==> src/mlfs_pkg.sv <==
package mlfs_pkg;

	localparam int PROCS        = 16;
	localparam int QUEUES       = 7;
	localparam int READY_QUEUES = 5;
	localparam int IPROCS       = 4;

	localparam int PW = (PROCS > 1) ? $clog2(PROCS) : 1;
	localparam int KW = $clog2(PROCS + 1);
	localparam int QW = 3;

	localparam logic [QW-1:0] Q_BLK_MEM  = QW'(5);
	localparam logic [QW-1:0] Q_BLK_RECV = QW'(6);
	localparam logic [2:0]    NULL_PRIO  = 3'd4;

	localparam logic [2:0] REQ_ENQ   = 3'd0;
	localparam logic [2:0] REQ_REM   = 3'd1;
	localparam logic [2:0] REQ_SCHED = 3'd2;
	localparam logic [2:0] REQ_UNBLK = 3'd3;
	localparam logic [2:0] REQ_SETP  = 3'd4;
	localparam logic [2:0] REQ_GETP  = 3'd5;

	localparam logic [1:0] PST_READY = 2'd0;
	localparam logic [1:0] PST_MEM   = 2'd1;
	localparam logic [1:0] PST_RECV  = 2'd2;
	localparam logic [1:0] PST_OTHER = 2'd3;

	localparam logic [3:0] ST_OK           = 4'd0;
	localparam logic [3:0] ST_ERR          = 4'd1;
	localparam logic [3:0] ST_NOPID        = 4'd2;
	localparam logic [3:0] ST_BADSTATE     = 4'd3;
	localparam logic [3:0] ST_NOTBLOCKED   = 4'd4;
	localparam logic [3:0] ST_EMPTY        = 4'd5;
	localparam logic [3:0] ST_NULLFIXED    = 4'd6;
	localparam logic [3:0] ST_NULLRESERVED = 4'd7;
	localparam logic [3:0] ST_NOPRIO       = 4'd8;

	typedef struct packed {
		logic       load;
		logic       q_zero;
		logic       q_inc;
		logic       q_sched;
		logic       q_blk;
		logic       k_zero;
		logic       k_inc;
		logic       rd;
		logic       push;
		logic       push_rd;
		logic       shift_wr;
		logic       cnt_dec;
		logic       cnt_clr;
		logic       prio_wr;
		logic       cap_pid;
		logic       out_load;
		logic [3:0] out_status;
		logic       out_pid;
		logic       out_prio;
		logic       out_rel;
	} cmd_t;

	typedef struct packed {
		logic [2:0] req;
		logic [1:0] st;
		logic       cur;
		logic       intr;
		logic       known;
		logic       null_fixed;
		logic       null_res;
		logic       prio_bad;
		logic       qsel_ok;
		logic       ready_empty;
		logic       k_end;
		logic       q_last;
		logic       match;
		logic       full;
	} sts_t;

endpackage

==> src/mlfs_datapath.sv <==
module mlfs_datapath (
	input  logic                clk,
	input  logic                arst_n,
	input  mlfs_pkg::cmd_t      cmd,
	output mlfs_pkg::sts_t      sts,
	input  logic [23:0]         s_axis_tdata,
	output logic [15:0]         m_axis_tdata
);
	import mlfs_pkg::*;

	logic [PW-1:0] mem [QUEUES][PROCS];
	logic [KW-1:0] cnt_q [QUEUES];
	logic [2:0]    tbl_q [PROCS];

	logic [2:0]        req_q;
	logic signed [4:0] pid_q;
	logic [1:0]        st_q;
	logic signed [3:0] prio_q;
	logic [2:0]        qsel_q;
	logic              cur_q;

	logic [QW-1:0] q_q;
	logic [KW-1:0] k_q;
	logic [PW-1:0] rdata_s1;
	logic [PW-1:0] pidres_q;
	logic [15:0]   out_q;

	logic [PW-1:0] pid_idx, tbl_idx, push_id, km1;
	logic [2:0]    tbl_rd;
	logic [QW-1:0] enq_q, push_q, sched_q;
	logic          ready_empty, full, do_push, cnt_ok;

	assign pid_idx = PW'(pid_q[3:0]);
	assign tbl_idx = cmd.push_rd ? rdata_s1 : pid_idx;
	assign tbl_rd  = tbl_q[tbl_idx];
	assign push_id = cmd.push_rd ? rdata_s1 : pid_idx;
	assign km1     = PW'(k_q - KW'(1));

	always_comb begin
		unique case (st_q)
			PST_READY: enq_q = QW'(tbl_rd);
			PST_MEM:   enq_q = Q_BLK_MEM;
			PST_RECV:  enq_q = Q_BLK_RECV;
			default:   enq_q = '0;
		endcase
	end

	assign push_q  = cmd.push_rd ? QW'(tbl_rd) : enq_q;
	assign full    = (cnt_q[push_q] == KW'(PROCS));
	assign do_push = cmd.push && !full;

	always_comb begin
		sched_q     = '0;
		ready_empty = 1'b1;
		for (int i = READY_QUEUES - 1; i >= 0; i--) begin
			if (cnt_q[i] != '0) begin
				sched_q     = QW'(i);
				ready_empty = 1'b0;
			end
		end
	end

	always_comb begin
		sts.req         = req_q;
		sts.st          = st_q;
		sts.cur         = cur_q;
		sts.intr        = (int'(pid_q) < 0) && (int'(pid_q) >= -IPROCS);
		sts.known       = !pid_q[4] && (int'(pid_q) < PROCS);
		sts.null_fixed  = (pid_q == 5'sd0) && (prio_q != 4'sd4);
		sts.null_res    = (pid_q != 5'sd0) && (prio_q == 4'sd4);
		sts.prio_bad    = (prio_q < 4'sd0) || (prio_q > 4'sd4);
		sts.qsel_ok     = (qsel_q == Q_BLK_MEM) || (qsel_q == Q_BLK_RECV);
		sts.ready_empty = ready_empty;
		sts.k_end       = (k_q == cnt_q[q_q]);
		sts.q_last      = (q_q == QW'(QUEUES - 1));
		sts.match       = sts.known && (rdata_s1 == pid_idx);
		sts.full        = full;
	end

	always_ff @(posedge clk) begin
		if (cmd.load) begin
			req_q  <= s_axis_tdata[2:0];
			pid_q  <= s_axis_tdata[7:3];
			st_q   <= s_axis_tdata[9:8];
			prio_q <= s_axis_tdata[13:10];
			qsel_q <= s_axis_tdata[16:14];
			cur_q  <= s_axis_tdata[17];
		end
		if (cmd.rd)
			rdata_s1 <= mem[q_q][k_q[PW-1:0]];
		if (do_push)
			mem[push_q][cnt_q[push_q][PW-1:0]] <= push_id;
		else if (cmd.shift_wr)
			mem[q_q][km1] <= rdata_s1;
		if (cmd.cap_pid)
			pidres_q <= rdata_s1;
		if (cmd.out_load)
			out_q <= {4'b0, cmd.out_rel,
				cmd.out_prio ? tbl_rd : 3'd0,
				cmd.out_pid ? 4'(pidres_q) : 4'd0,
				cmd.out_status};
	end

	always_ff @(posedge clk or negedge arst_n) begin
		if (!arst_n) begin
			q_q <= '0;
			k_q <= '0;
			for (int i = 0; i < QUEUES; i++)
				cnt_q[i] <= '0;
			for (int i = 0; i < PROCS; i++)
				tbl_q[i] <= (i == 0) ? NULL_PRIO : 3'd3;
		end else begin
			if (cmd.q_zero)
				q_q <= '0;
			else if (cmd.q_inc)
				q_q <= q_q + QW'(1);
			else if (cmd.q_sched)
				q_q <= sched_q;
			else if (cmd.q_blk)
				q_q <= qsel_q;
			if (cmd.k_zero)
				k_q <= '0;
			else if (cmd.k_inc)
				k_q <= k_q + KW'(1);
			for (int i = 0; i < QUEUES; i++) begin
				if (do_push && push_q == QW'(i))
					cnt_q[i] <= cnt_q[i] + KW'(1);
				else if (cmd.cnt_dec && q_q == QW'(i))
					cnt_q[i] <= cnt_q[i] - KW'(1);
				else if (cmd.cnt_clr && q_q == QW'(i))
					cnt_q[i] <= '0;
			end
			if (cmd.prio_wr)
				tbl_q[pid_idx] <= prio_q[2:0];
		end
	end

	assign m_axis_tdata = out_q;

	always_comb begin
		cnt_ok = 1'b1;
		for (int i = 0; i < QUEUES; i++)
			if (cnt_q[i] > KW'(PROCS))
				cnt_ok = 1'b0;
	end

	a_cnt_range: assert property (@(posedge clk) disable iff (!arst_n) cnt_ok)
		else $error("queue count beyond depth");
	a_shift_pos: assert property (@(posedge clk) disable iff (!arst_n)
		cmd.shift_wr |-> (k_q != '0))
		else $error("shift write at head slot");
	a_push_known: assert property (@(posedge clk) disable iff (!arst_n)
		(cmd.push && !cmd.push_rd) |-> (sts.known && st_q != PST_OTHER))
		else $error("push of unknown pid");
	a_dec_nonempty: assert property (@(posedge clk) disable iff (!arst_n)
		cmd.cnt_dec |-> (cnt_q[q_q] != '0))
		else $error("drop from empty queue");

endmodule

==> src/mlfs_ctrl.sv <==
module mlfs_ctrl (
	input  logic           clk,
	input  logic           arst_n,
	input  logic           s_axis_tvalid,
	output logic           s_axis_tready,
	output logic           m_axis_tvalid,
	input  logic           m_axis_tready,
	input  mlfs_pkg::sts_t sts,
	output mlfs_pkg::cmd_t cmd
);
	import mlfs_pkg::*;

	localparam logic [3:0] S_IDLE = 4'd0;
	localparam logic [3:0] S_DISP = 4'd1;
	localparam logic [3:0] S_CHK  = 4'd2;
	localparam logic [3:0] S_CMP  = 4'd3;
	localparam logic [3:0] S_SHF  = 4'd4;
	localparam logic [3:0] S_SHW  = 4'd5;
	localparam logic [3:0] S_SRD  = 4'd6;
	localparam logic [3:0] S_SCAP = 4'd7;
	localparam logic [3:0] S_UNB  = 4'd8;
	localparam logic [3:0] S_UNBP = 4'd9;
	localparam logic [3:0] S_REQ  = 4'd10;
	localparam logic [3:0] S_FIN  = 4'd11;

	logic [3:0] state_q, nxt;
	logic [3:0] stat_q, fst;
	logic       pidf_q, prf_q, rel_q, fpid, fpr, frel, fin, mv_q;
	logic       done, found;

	always_comb begin
		cmd   = '0;
		nxt   = state_q;
		fin   = 1'b0;
		fst   = ST_OK;
		fpid  = 1'b0;
		fpr   = 1'b0;
		frel  = 1'b0;
		done  = 1'b0;
		found = 1'b0;
		unique case (state_q)
			S_IDLE: begin
				if (s_axis_tvalid) begin
					cmd.load   = 1'b1;
					cmd.q_zero = 1'b1;
					cmd.k_zero = 1'b1;
					nxt        = S_DISP;
				end
			end
			S_DISP: begin
				unique case (sts.req)
					REQ_ENQ: begin
						fin = 1'b1;
						if (sts.intr)
							fst = ST_OK;
						else if (!sts.known)
							fst = ST_NOPID;
						else if (sts.st == PST_OTHER)
							fst = ST_BADSTATE;
						else if (sts.full)
							fst = ST_ERR;
						else
							cmd.push = 1'b1;
					end
					REQ_REM: nxt = S_CHK;
					REQ_SCHED: begin
						if (sts.ready_empty) begin
							fin = 1'b1;
							fst = ST_EMPTY;
						end else begin
							cmd.q_sched = 1'b1;
							nxt         = S_SRD;
						end
					end
					REQ_UNBLK: begin
						if (!sts.qsel_ok) begin
							fin = 1'b1;
							fst = ST_NOTBLOCKED;
						end else begin
							cmd.q_blk = 1'b1;
							nxt       = S_UNB;
						end
					end
					REQ_SETP: begin
						if (sts.null_fixed) begin
							fin = 1'b1;
							fst = ST_NULLFIXED;
						end else if (sts.null_res) begin
							fin = 1'b1;
							fst = ST_NULLRESERVED;
						end else if (sts.prio_bad) begin
							fin = 1'b1;
							fst = ST_NOPRIO;
						end else if (!sts.known) begin
							fin = 1'b1;
							fst = ST_NOPID;
						end else begin
							cmd.prio_wr = 1'b1;
							if (sts.cur) begin
								fin  = 1'b1;
								frel = 1'b1;
							end else
								nxt = S_CHK;
						end
					end
					REQ_GETP: begin
						fin = 1'b1;
						if (!sts.known)
							fst = ST_NOPID;
						else
							fpr = 1'b1;
					end
					default: begin
						fin = 1'b1;
						fst = ST_ERR;
					end
				endcase
			end
			S_CHK: begin
				if (sts.k_end) begin
					if (sts.q_last)
						done = 1'b1;
					else begin
						cmd.q_inc  = 1'b1;
						cmd.k_zero = 1'b1;
					end
				end else begin
					cmd.rd = 1'b1;
					nxt    = S_CMP;
				end
			end
			S_CMP: begin
				cmd.k_inc = 1'b1;
				nxt       = sts.match ? S_SHF : S_CHK;
			end
			S_SHF: begin
				if (sts.k_end) begin
					cmd.cnt_dec = 1'b1;
					done        = 1'b1;
					found       = 1'b1;
				end else begin
					cmd.rd = 1'b1;
					nxt    = S_SHW;
				end
			end
			S_SHW: begin
				cmd.shift_wr = 1'b1;
				cmd.k_inc    = 1'b1;
				nxt          = S_SHF;
			end
			S_SRD: begin
				cmd.rd = 1'b1;
				nxt    = S_SCAP;
			end
			S_SCAP: begin
				cmd.cap_pid = 1'b1;
				cmd.k_inc   = 1'b1;
				nxt         = S_SHF;
			end
			S_UNB: begin
				if (sts.k_end) begin
					cmd.cnt_clr = 1'b1;
					fin         = 1'b1;
				end else begin
					cmd.rd = 1'b1;
					nxt    = S_UNBP;
				end
			end
			S_UNBP: begin
				cmd.push    = 1'b1;
				cmd.push_rd = 1'b1;
				cmd.k_inc   = 1'b1;
				nxt         = S_UNB;
			end
			S_REQ: begin
				if (sts.st != PST_OTHER)
					cmd.push = 1'b1;
				fin  = 1'b1;
				frel = 1'b1;
			end
			S_FIN: begin
				if (!mv_q || m_axis_tready) begin
					cmd.out_load   = 1'b1;
					cmd.out_status = stat_q;
					cmd.out_pid    = pidf_q;
					cmd.out_prio   = prf_q;
					cmd.out_rel    = rel_q;
					nxt            = S_IDLE;
				end
			end
			default: nxt = S_IDLE;
		endcase
		if (done) begin
			unique case (sts.req)
				REQ_REM: begin
					fin = 1'b1;
					fst = found ? ST_OK : ST_ERR;
				end
				REQ_SCHED: begin
					fin  = 1'b1;
					fpid = 1'b1;
				end
				default: nxt = S_REQ;
			endcase
		end
		if (fin)
			nxt = S_FIN;
	end

	always_ff @(posedge clk or negedge arst_n) begin
		if (!arst_n) begin
			state_q <= S_IDLE;
			stat_q  <= ST_OK;
			pidf_q  <= 1'b0;
			prf_q   <= 1'b0;
			rel_q   <= 1'b0;
			mv_q    <= 1'b0;
		end else begin
			state_q <= nxt;
			if (fin) begin
				stat_q <= fst;
				pidf_q <= fpid;
				prf_q  <= fpr;
				rel_q  <= frel;
			end
			if (cmd.out_load)
				mv_q <= 1'b1;
			else if (m_axis_tready)
				mv_q <= 1'b0;
		end
	end

	assign s_axis_tready = (state_q == S_IDLE);
	assign m_axis_tvalid = mv_q;

	a_load_free: assert property (@(posedge clk) disable iff (!arst_n)
		cmd.out_load |-> (!mv_q || m_axis_tready))
		else $error("result overwritten before taken");
	a_fin_next: assert property (@(posedge clk) disable iff (!arst_n)
		fin |=> (state_q == S_FIN))
		else $error("finish did not reach result state");
	a_one_src: assert property (@(posedge clk) disable iff (!arst_n)
		$onehot0({cmd.q_zero, cmd.q_inc, cmd.q_sched, cmd.q_blk}))
		else $error("conflicting queue index commands");

endmodule

==> src/multilevel_fifo_process_scheduler.sv <==
// Enqueue, get priority and rejected requests finish in the dispatch state; remove and
// set priority of a process that is not current walk the queues slot by slot and queue
// by queue, and the shift after a match moves each later slot of that queue down by
// one; unblock moves each slot of the blocked queue to its ready queue in turn.
// Throughput: one request at a time; the single-port slot memory sets the pace.
// Reset: all queues empty, priority 4 for process 0 and 3 for the rest.
module multilevel_fifo_process_scheduler (
	input  logic        clk,
	input  logic        arst_n,
	input  logic        s_axis_tvalid,
	output logic        s_axis_tready,
	// req_type[2:0], pid[7:3], proc_state[9:8], new_priority[13:10],
	// queue_sel[16:14], is_current[17]
	input  logic [23:0] s_axis_tdata,
	output logic        m_axis_tvalid,
	input  logic        m_axis_tready,
	// status[3:0], pid_out[7:4], priority_out[10:8], release_request[11]
	output logic [15:0] m_axis_tdata
);
	import mlfs_pkg::*;

	cmd_t cmd;
	sts_t sts;

	mlfs_ctrl u_ctrl (
		.clk           (clk),
		.arst_n        (arst_n),
		.s_axis_tvalid (s_axis_tvalid),
		.s_axis_tready (s_axis_tready),
		.m_axis_tvalid (m_axis_tvalid),
		.m_axis_tready (m_axis_tready),
		.sts           (sts),
		.cmd           (cmd)
	);

	mlfs_datapath u_dp (
		.clk          (clk),
		.arst_n       (arst_n),
		.cmd          (cmd),
		.sts          (sts),
		.s_axis_tdata (s_axis_tdata),
		.m_axis_tdata (m_axis_tdata)
	);

endmodule
==> config.mk <==
export PLATFORM = sky130hd
export DESIGN_NAME = multilevel_fifo_process_scheduler
export DESIGN_NICKNAME = d
export VERILOG_FILES = /design/src/mlfs_pkg.sv /design/src/mlfs_datapath.sv /design/src/mlfs_ctrl.sv /design/src/multilevel_fifo_process_scheduler.sv
export SDC_FILE = /design/constraint.sdc
export NUM_CORES = 1
export LEC_CHECK = 0
export ABC_CLOCK_PERIOD_IN_PS = 7200
export CORE_MARGIN = 1
export CORE_UTILIZATION = 25
export CTS_CLUSTER_SIZE = 16
export DETAILED_ROUTE_END_ITERATION = 12
export DONT_BUFFER_PORTS = 1
export GPL_TIMING_DRIVEN = 0
export SYNTH_ARGS = -nofsm -noshare
export SYNTH_HDL_FRONTEND = slang
export SYNTH_SLANG_ARGS = --single-unit
==> constraint.sdc <==
create_clock -name clk -period 7.2 [get_ports clk]
set_input_delay 1.08 -clock clk [delete_from_list [all_inputs] [get_ports clk]]
set_output_delay 1.08 -clock clk [all_outputs]
set_load 0.02 [all_outputs]
Word-level counts from Yosys, hierarchy flattened --
Memories as Yosys holds them, arrays and structs flattened. Cells that the tools add are included.
Operators by class: shift operators 0, divide/modulo/power cells 0, eq/ne operators 39, magnitude comparators 15, muxes and demuxes 162, add/sub/neg operators 17, reductions and logical operators 64, multipliers 0, bitwise logic cells 7
Operators with widths (count):
- 2-to-1 mux 64 bit | 4
- 2-to-1 mux 5 bit | 27
- 2-to-1 mux 4 bit | 29
- OR reduction 64 bit | 1
- 2-to-1 mux 1 bit | 60
- 2-to-1 mux 3 bit | 17
- bitwise mux 48 bit | 1
- one-hot mux 4 bit (11 select lines) | 1
- adder 5 x 1 -> 5 bit (second input constant) | 8
- subtractor 5 x 1 -> 5 bit (second input constant) | 7
- demux 4 bit (select 4 bit) | 2
- binary-select mux 5 bit (select 3 bit) | 2
- == test 3 bit (second input constant) | 10
- logical AND 1 bit | 30
- nonzero test 5 bit | 6
- >= comparator 5 bit (second input constant) | 5
- inverter 4 -> 5 bit | 5
- one-hot mux 4 bit (6 select lines) | 1
- nonzero test 3 bit | 7
- == test 4 bit (second input constant) | 5
- < comparator 5 x 1 -> 1 bit (second input constant) | 4
- == test 3 x 2 -> 1 bit (second input constant) | 6
- binary-select mux 4 bit (select 4 bit) | 1
- == test 4 x 3 -> 1 bit (second input constant) | 4
- 39 further kinds | 61
Storage, ports and cells: latch bits 0, input bits 28, bits in registers 141, memories 1, word-level logic and storage cells 347, bits in writable memories 448, memory bits (read-only) 0
Memories:
- u_dp.mem | words 7, bits a word 64, read ports 1, clocked after Yosys merged registers in 0, write ports 1, line mlfs_datapath.sv:11 | logic [PW-1:0] mem [QUEUES][PROCS];

Logic depth before layout (Yosys ltp) --
word-level depth 25, depth in mapped cells 17, gate-level depth less buffers 14

By module --
From an unflattened synthesis, not the netlist that was laid out.
Unflattened totals: cell total of the unflattened synthesis 1952, area total of the unflattened synthesis 27526.4 um^2
Modules (own cells, without submodules):
- mlfs_datapath | times used 1, cells each 1808, seq. area each 16910.0 um^2, area each 26412.8 um^2
- mlfs_ctrl | times used 1, cells each 144, seq. area each 300.3 um^2, area each 1113.6 um^2

Worst setup path after synthesis --
No wires, ideal clock.
path kind reg2reg, start reg u_dp.k_q[0], end mem u_dp.mem[0][13] (netlist bit), data pin, cell stages (with the launch flop) 10, setup time 806 ps, path buffers 4, arrival 5812 ps, period minus slack after synthesis 6618 ps, slack 582 ps, cells stage by stage dfrtp_1 clkbuf_1 clkbuf_1 inv_1 clkbuf_1 ha_1 o41ai_1 clkbuf_1 nor2_1 a21oi_1
Between the ends: longest elaborated chain between the ends 9, elaborated cells on any way between the ends 10, those cells by class add/sub: 1; order compare: 2; mux: 4; bitwise: 1; reduce/logical: 2
RTL lines:
- start: declaration | line mlfs_datapath.sv:23 | logic [KW-1:0] k_q;
- start signal: assignment | line mlfs_datapath.sv:124 | k_q <= k_q + KW'(1);
- subtractor 4 x 1 -> 4 bit * | line mlfs_datapath.sv:37 | assign km1 = PW'(k_q - KW'(1));
- inverter 4 -> 5 bit (implied by the code) * | line mlfs_datapath.sv:94 | mem[q_q][km1] <= rdata_s1;
- >= comparator 5 bit (implied by the code) / < comparator 5 x 1 -> 1 bit (equally long branches) | line mlfs_datapath.sv:94
- logical AND 1 bit (implied by the code) | line mlfs_datapath.sv:94
- 2-to-1 mux 4 bit (implied by the code) | line mlfs_datapath.sv:94
- demux 4 bit (select 4 bit) * | line mlfs_datapath.sv:94
- 2-to-1 mux 64 bit (implied by the code) * | line mlfs_datapath.sv:94
- OR reduction 64 bit (no source line) *
- 2-to-1 mux 64 bit (no source line) *
- end: declaration | line mlfs_datapath.sv:11
Every way passes the cells marked *; elsewhere a longest branch is shown, timed or not.

Final worst setup path --
start reg u_dp.q_q[0], end mem u_dp.mem[4][58] (netlist bit) (enable)
Between the ends: longest elaborated chain between the ends 1
RTL lines:
- start: declaration | line mlfs_datapath.sv:22 | logic [QW-1:0] q_q;
- start signal: assignment | line mlfs_datapath.sv:116 | q_q <= q_q + QW'(1);
- start signal: assignment | line mlfs_datapath.sv:118 | q_q <= sched_q;
- start signal: assignment | line mlfs_datapath.sv:120 | q_q <= qsel_q;
- 2-to-1 mux 3 bit (no source line)
No other way between the ends.

==> impl_metrics.env <==
export IMPL_p_leak_nw=10.34
export IMPL_wirelength_mm=76.24
export IMPL_die_h_um=335.3
export IMPL_slew_headroom=0.06549
export IMPL_routed_top_layer="met4"
export IMPL_hold_ws_ps=173.2
export IMPL_cts_setup_buffers=0
export IMPL_cp_required_ps=7480
export IMPL_hold_buffers=0
export IMPL_finalPower_mw=11.94
export IMPL_h_tree_depth=2
export IMPL_grt_max_degree=104
export IMPL_cts_tree="built"
export IMPL_firstDrtPassIters=6
export IMPL_setup_tns_ps=0
export IMPL_pin_count=46
export IMPL_status="complete, no violations"
export IMPL_layout_drive_gt1_share=0.1776
export IMPL_grt_usage=0.1323
export IMPL_endpoint="u_dp.mem[4][58]"
export IMPL_cap_violations=0
export IMPL_drc_errors=0
export IMPL_path_clk_slew_ps=70
export IMPL_startpoint="u_dp.q_q[0]"
export IMPL_ff2ff_setup_slack_ps=410
export IMPL_synth_edff_count=486
export IMPL_numCtsBuffers=59
export IMPL_timing_final_crit_share=0.9428
export IMPL_routedWlPerCell_um=21.28
export IMPL_power_density_nw_per_um2=374.7
export IMPL_path_max_fanout=10
export IMPL_ys_seq_elements=589
export IMPL_start_util=0.2536
export IMPL_finalHoldViolCount=0
export IMPL_ir_drop_mv=0.1914
export IMPL_grt_antenna_before_repair=2
export IMPL_start_kind="flip-flop"
export IMPL_wl_met3_mm=5.512
export IMPL_hold_path_class="input pin to asynchronous set/reset pin"
export IMPL_root_buffer="clkbuf_16"
export IMPL_period_needed_ps=6788
export IMPL_dpl_hpwl_mm=52.98
export IMPL_finalMaxSlewViolations=0
export IMPL_critPathMaxStageDelay_ps=1000
export IMPL_synthArstFlopShare=0.1749
export IMPL_cp_data_arrival_time_ps=7070
export IMPL_setup_violations=0
export IMPL_reg2reg_from="u_dp.q_q[0]"
export IMPL_wl_met2_mm=35.75
export IMPL_placementRows=121
export IMPL_core_area_um2=109500
export IMPL_synthCells=1981
export IMPL_rsz0062_at_grt="false"
export IMPL_vias=17590
export IMPL_nets=2119
export IMPL_grt_ovfl_total=0
export IMPL_wl_met1_mm=32.97
export IMPL_syn_area_um2=27760
export IMPL_avgSynthCellArea_um2=14.02
export IMPL_yosysUniqueCellTypes=94
export IMPL_antenna_left=0
export IMPL_synth_warnings=0
export IMPL_path_cells="clkbuf_1, buf_2, buf_1, clkbuf_1, buf_1, nor2_1, a21oi_1, nor2_1, nand2_1, clkbuf_1, nor2_1"
export IMPL_die_area_um2=112400
export IMPL_clock_skew_ps=44.85
export IMPL_die_width_um=335.3
export IMPL_viasPerCell=4.912
export IMPL_clk_latency_ps=650
export IMPL_end_kind="flip-flop"
export IMPL_grt_pass1_wl_mm=112.4
export IMPL_io_buffer_count=0
export IMPL_initialDrtViolationCount=2013
export IMPL_cts_sinks=589
export IMPL_fmax_ghz=0.1473
export IMPL_antenna_cells=0
export IMPL_critical_path_slowest_cell="buf_1"
export IMPL_area_growth_pct=14.81
export IMPL_tightest_slew_ps=1402
export IMPL_gp_congestion=0.8866
export IMPL_ctsResizeCount=0
export IMPL_yosysSeqAreaShare=0.6199
export IMPL_grt_pass1_vias=17150
export IMPL_yosys_most_used_dff="edfxtp_1"
export IMPL_reg2regPathDepth=11
export IMPL_worst_setup_path_type="flip-flop to flip-flop"
export IMPL_cts_max_path_buffers=3
export IMPL_r2r_end="u_dp.mem[4][58]"
## stage by stage
step                      cells  utilization  cell area, um2  worst slack, ps
after floorplan            1984            -           27780            582.4
after global placement     3460       0.2706           29620            -5126
after detailed placement   3471       0.2733           29920            320.7
after CTS                  3582       0.2912           31880            319.1
after global routing       3582       0.2912           31880            16.31
final                      3582       0.2912           31880            412.1
## cells in the mapped netlist (12+ instances only)
master | instances | area [um2]
a21oi_1 | 57 | 285.3
a221o_1 | 12 | 120.1
a221oi_1 | 14 | 122.6
a31oi_1 | 17 | 106.4
and3_1 | 18 | 112.6
buf_1 | 22 | 82.58
clkbuf_1 | 77 | 289.0
dfrtp_1 | 72 | 1802
dfstp_2 | 31 | 814.5
edfxtp_1 | 486 | 14590
ha_1 | 35 | 437.9
inv_1 | 37 | 138.9
mux2_2 | 77 | 867.1
mux2i_1 | 74 | 740.7
mux4_2 | 105 | 2365
nand2_1 | 184 | 690.7
nand2b_1 | 30 | 187.7
nand3_1 | 36 | 180.2
nor2_1 | 152 | 570.6
nor2b_1 | 53 | 331.6
nor3_1 | 27 | 135.1
o21ai_0 | 79 | 395.4
or4_1 | 12 | 90.09
## placed cells by master (no fill, tap or decap), types with 7 or more instances in the layout
master and n:
a2111oi_0 7, a211oi_1 11, a21oi_1 54, a221o_1 12, a221oi_1 14, a22oi_1 10, a31oi_1 17, and2_1 10
and3_1 18, buf_1 22, buf_2 10, clkbuf_1 88, clkbuf_16 59, clkinv_1 7, clkinv_2 14, dfrtp_1 72
dfstp_2 31, edfxtp_1 486, ha_1 35, inv_1 37, mux2_2 76, mux2i_1 74, mux4_2 105, nand2_1 184
nand2b_1 30, nand3_1 36, nand3b_1 10, nor2_1 152, nor2b_1 53, nor3_1 27, nor4_1 10, o211ai_1 11
o21ai_0 79, o21ai_1 9, o22ai_1 10, o31ai_1 11, or4_1 12, xnor2_1 11
## kinds of logic after synthesis
kind of cell    after synthesis  share of synthesized area
simple gates                589                     0.1070
flops                       589                     0.6199
compound gates              330                    0.08252
buf+inv                     158                    0.02361
xor+xnor                     17                   0.005363
other cells                   1                  0.0001351
fa+ha+maj                    35                    0.01577
mux                         262                     0.1457
## worst min-delay path by stage
stage	start	to	slack, ps	depth (start not counted)
2_1_floorplan	u_dp.rdata_s1[3]	u_dp.pidres_q[3]	420	0
3_3_place_gp	u_dp.rdata_s1[3]	u_dp.pidres_q[3]	430	0
6_report	arst_n	u_dp.cnt_q[16]	170	0
3_5_place_dp	u_dp.rdata_s1[3]	u_dp.pidres_q[3]	460	0
4_1_cts	arst_n	u_dp.cnt_q[9]	120	0
5_1_grt	arst_n	u_dp.tbl_q[38]	130	0
## where the power goes
part	switching [mW]	total (mW)	internal, mW
registers	0.197	4.32	4.13
logic	2.90	4.49	1.59
clock network	1.38	3.13	1.75
## flip-flops by register name, indices dropped and copies added, names as in the netlist, 2 cells and up
signal / flops
u_ctrl.stat_q: 4
u_ctrl.state_q: 4
u_dp.cnt_q: 35
u_dp.k_q: 5
u_dp.m_axis_tdata: 12
u_dp.mem: 448
u_dp.pid_q: 5
u_dp.pidres_q: 4
u_dp.prio_q: 4
u_dp.q_q: 3
u_dp.qsel_q: 3
u_dp.rdata_s1: 4
u_dp.req_q: 3
u_dp.st_q: 2
u_dp.tbl_q: 48
## routing by layer
layer | vias up | global-route usage
met5 | - | 0
met4 | 0 | 0.03740
met3 | 131 | 0.02229
met2 | 702 | 0.2140
met1 | 8960 | 0.1815
li1 | 7800 | -
## worst max-delay path: cells and delay by family, from the launching register on
family,cells,cell delay [ps]
buf+inv,6,4750
simple gates,4,920
flops,1,410
compound gates,1,330
## area by class of cell
class	count	area (um2)
fillers	10960	77580
flip-flops and latches	589	17210
multi-input cells	1237	9953
well taps	1476	1847
clock buffers	71	1531
plain buffers	117	501.7
clock inverters	40	425.4
repair buffers	11	252.7
inverters	41	153.9
Note: power is estimated with default switching activity, not from simulation.
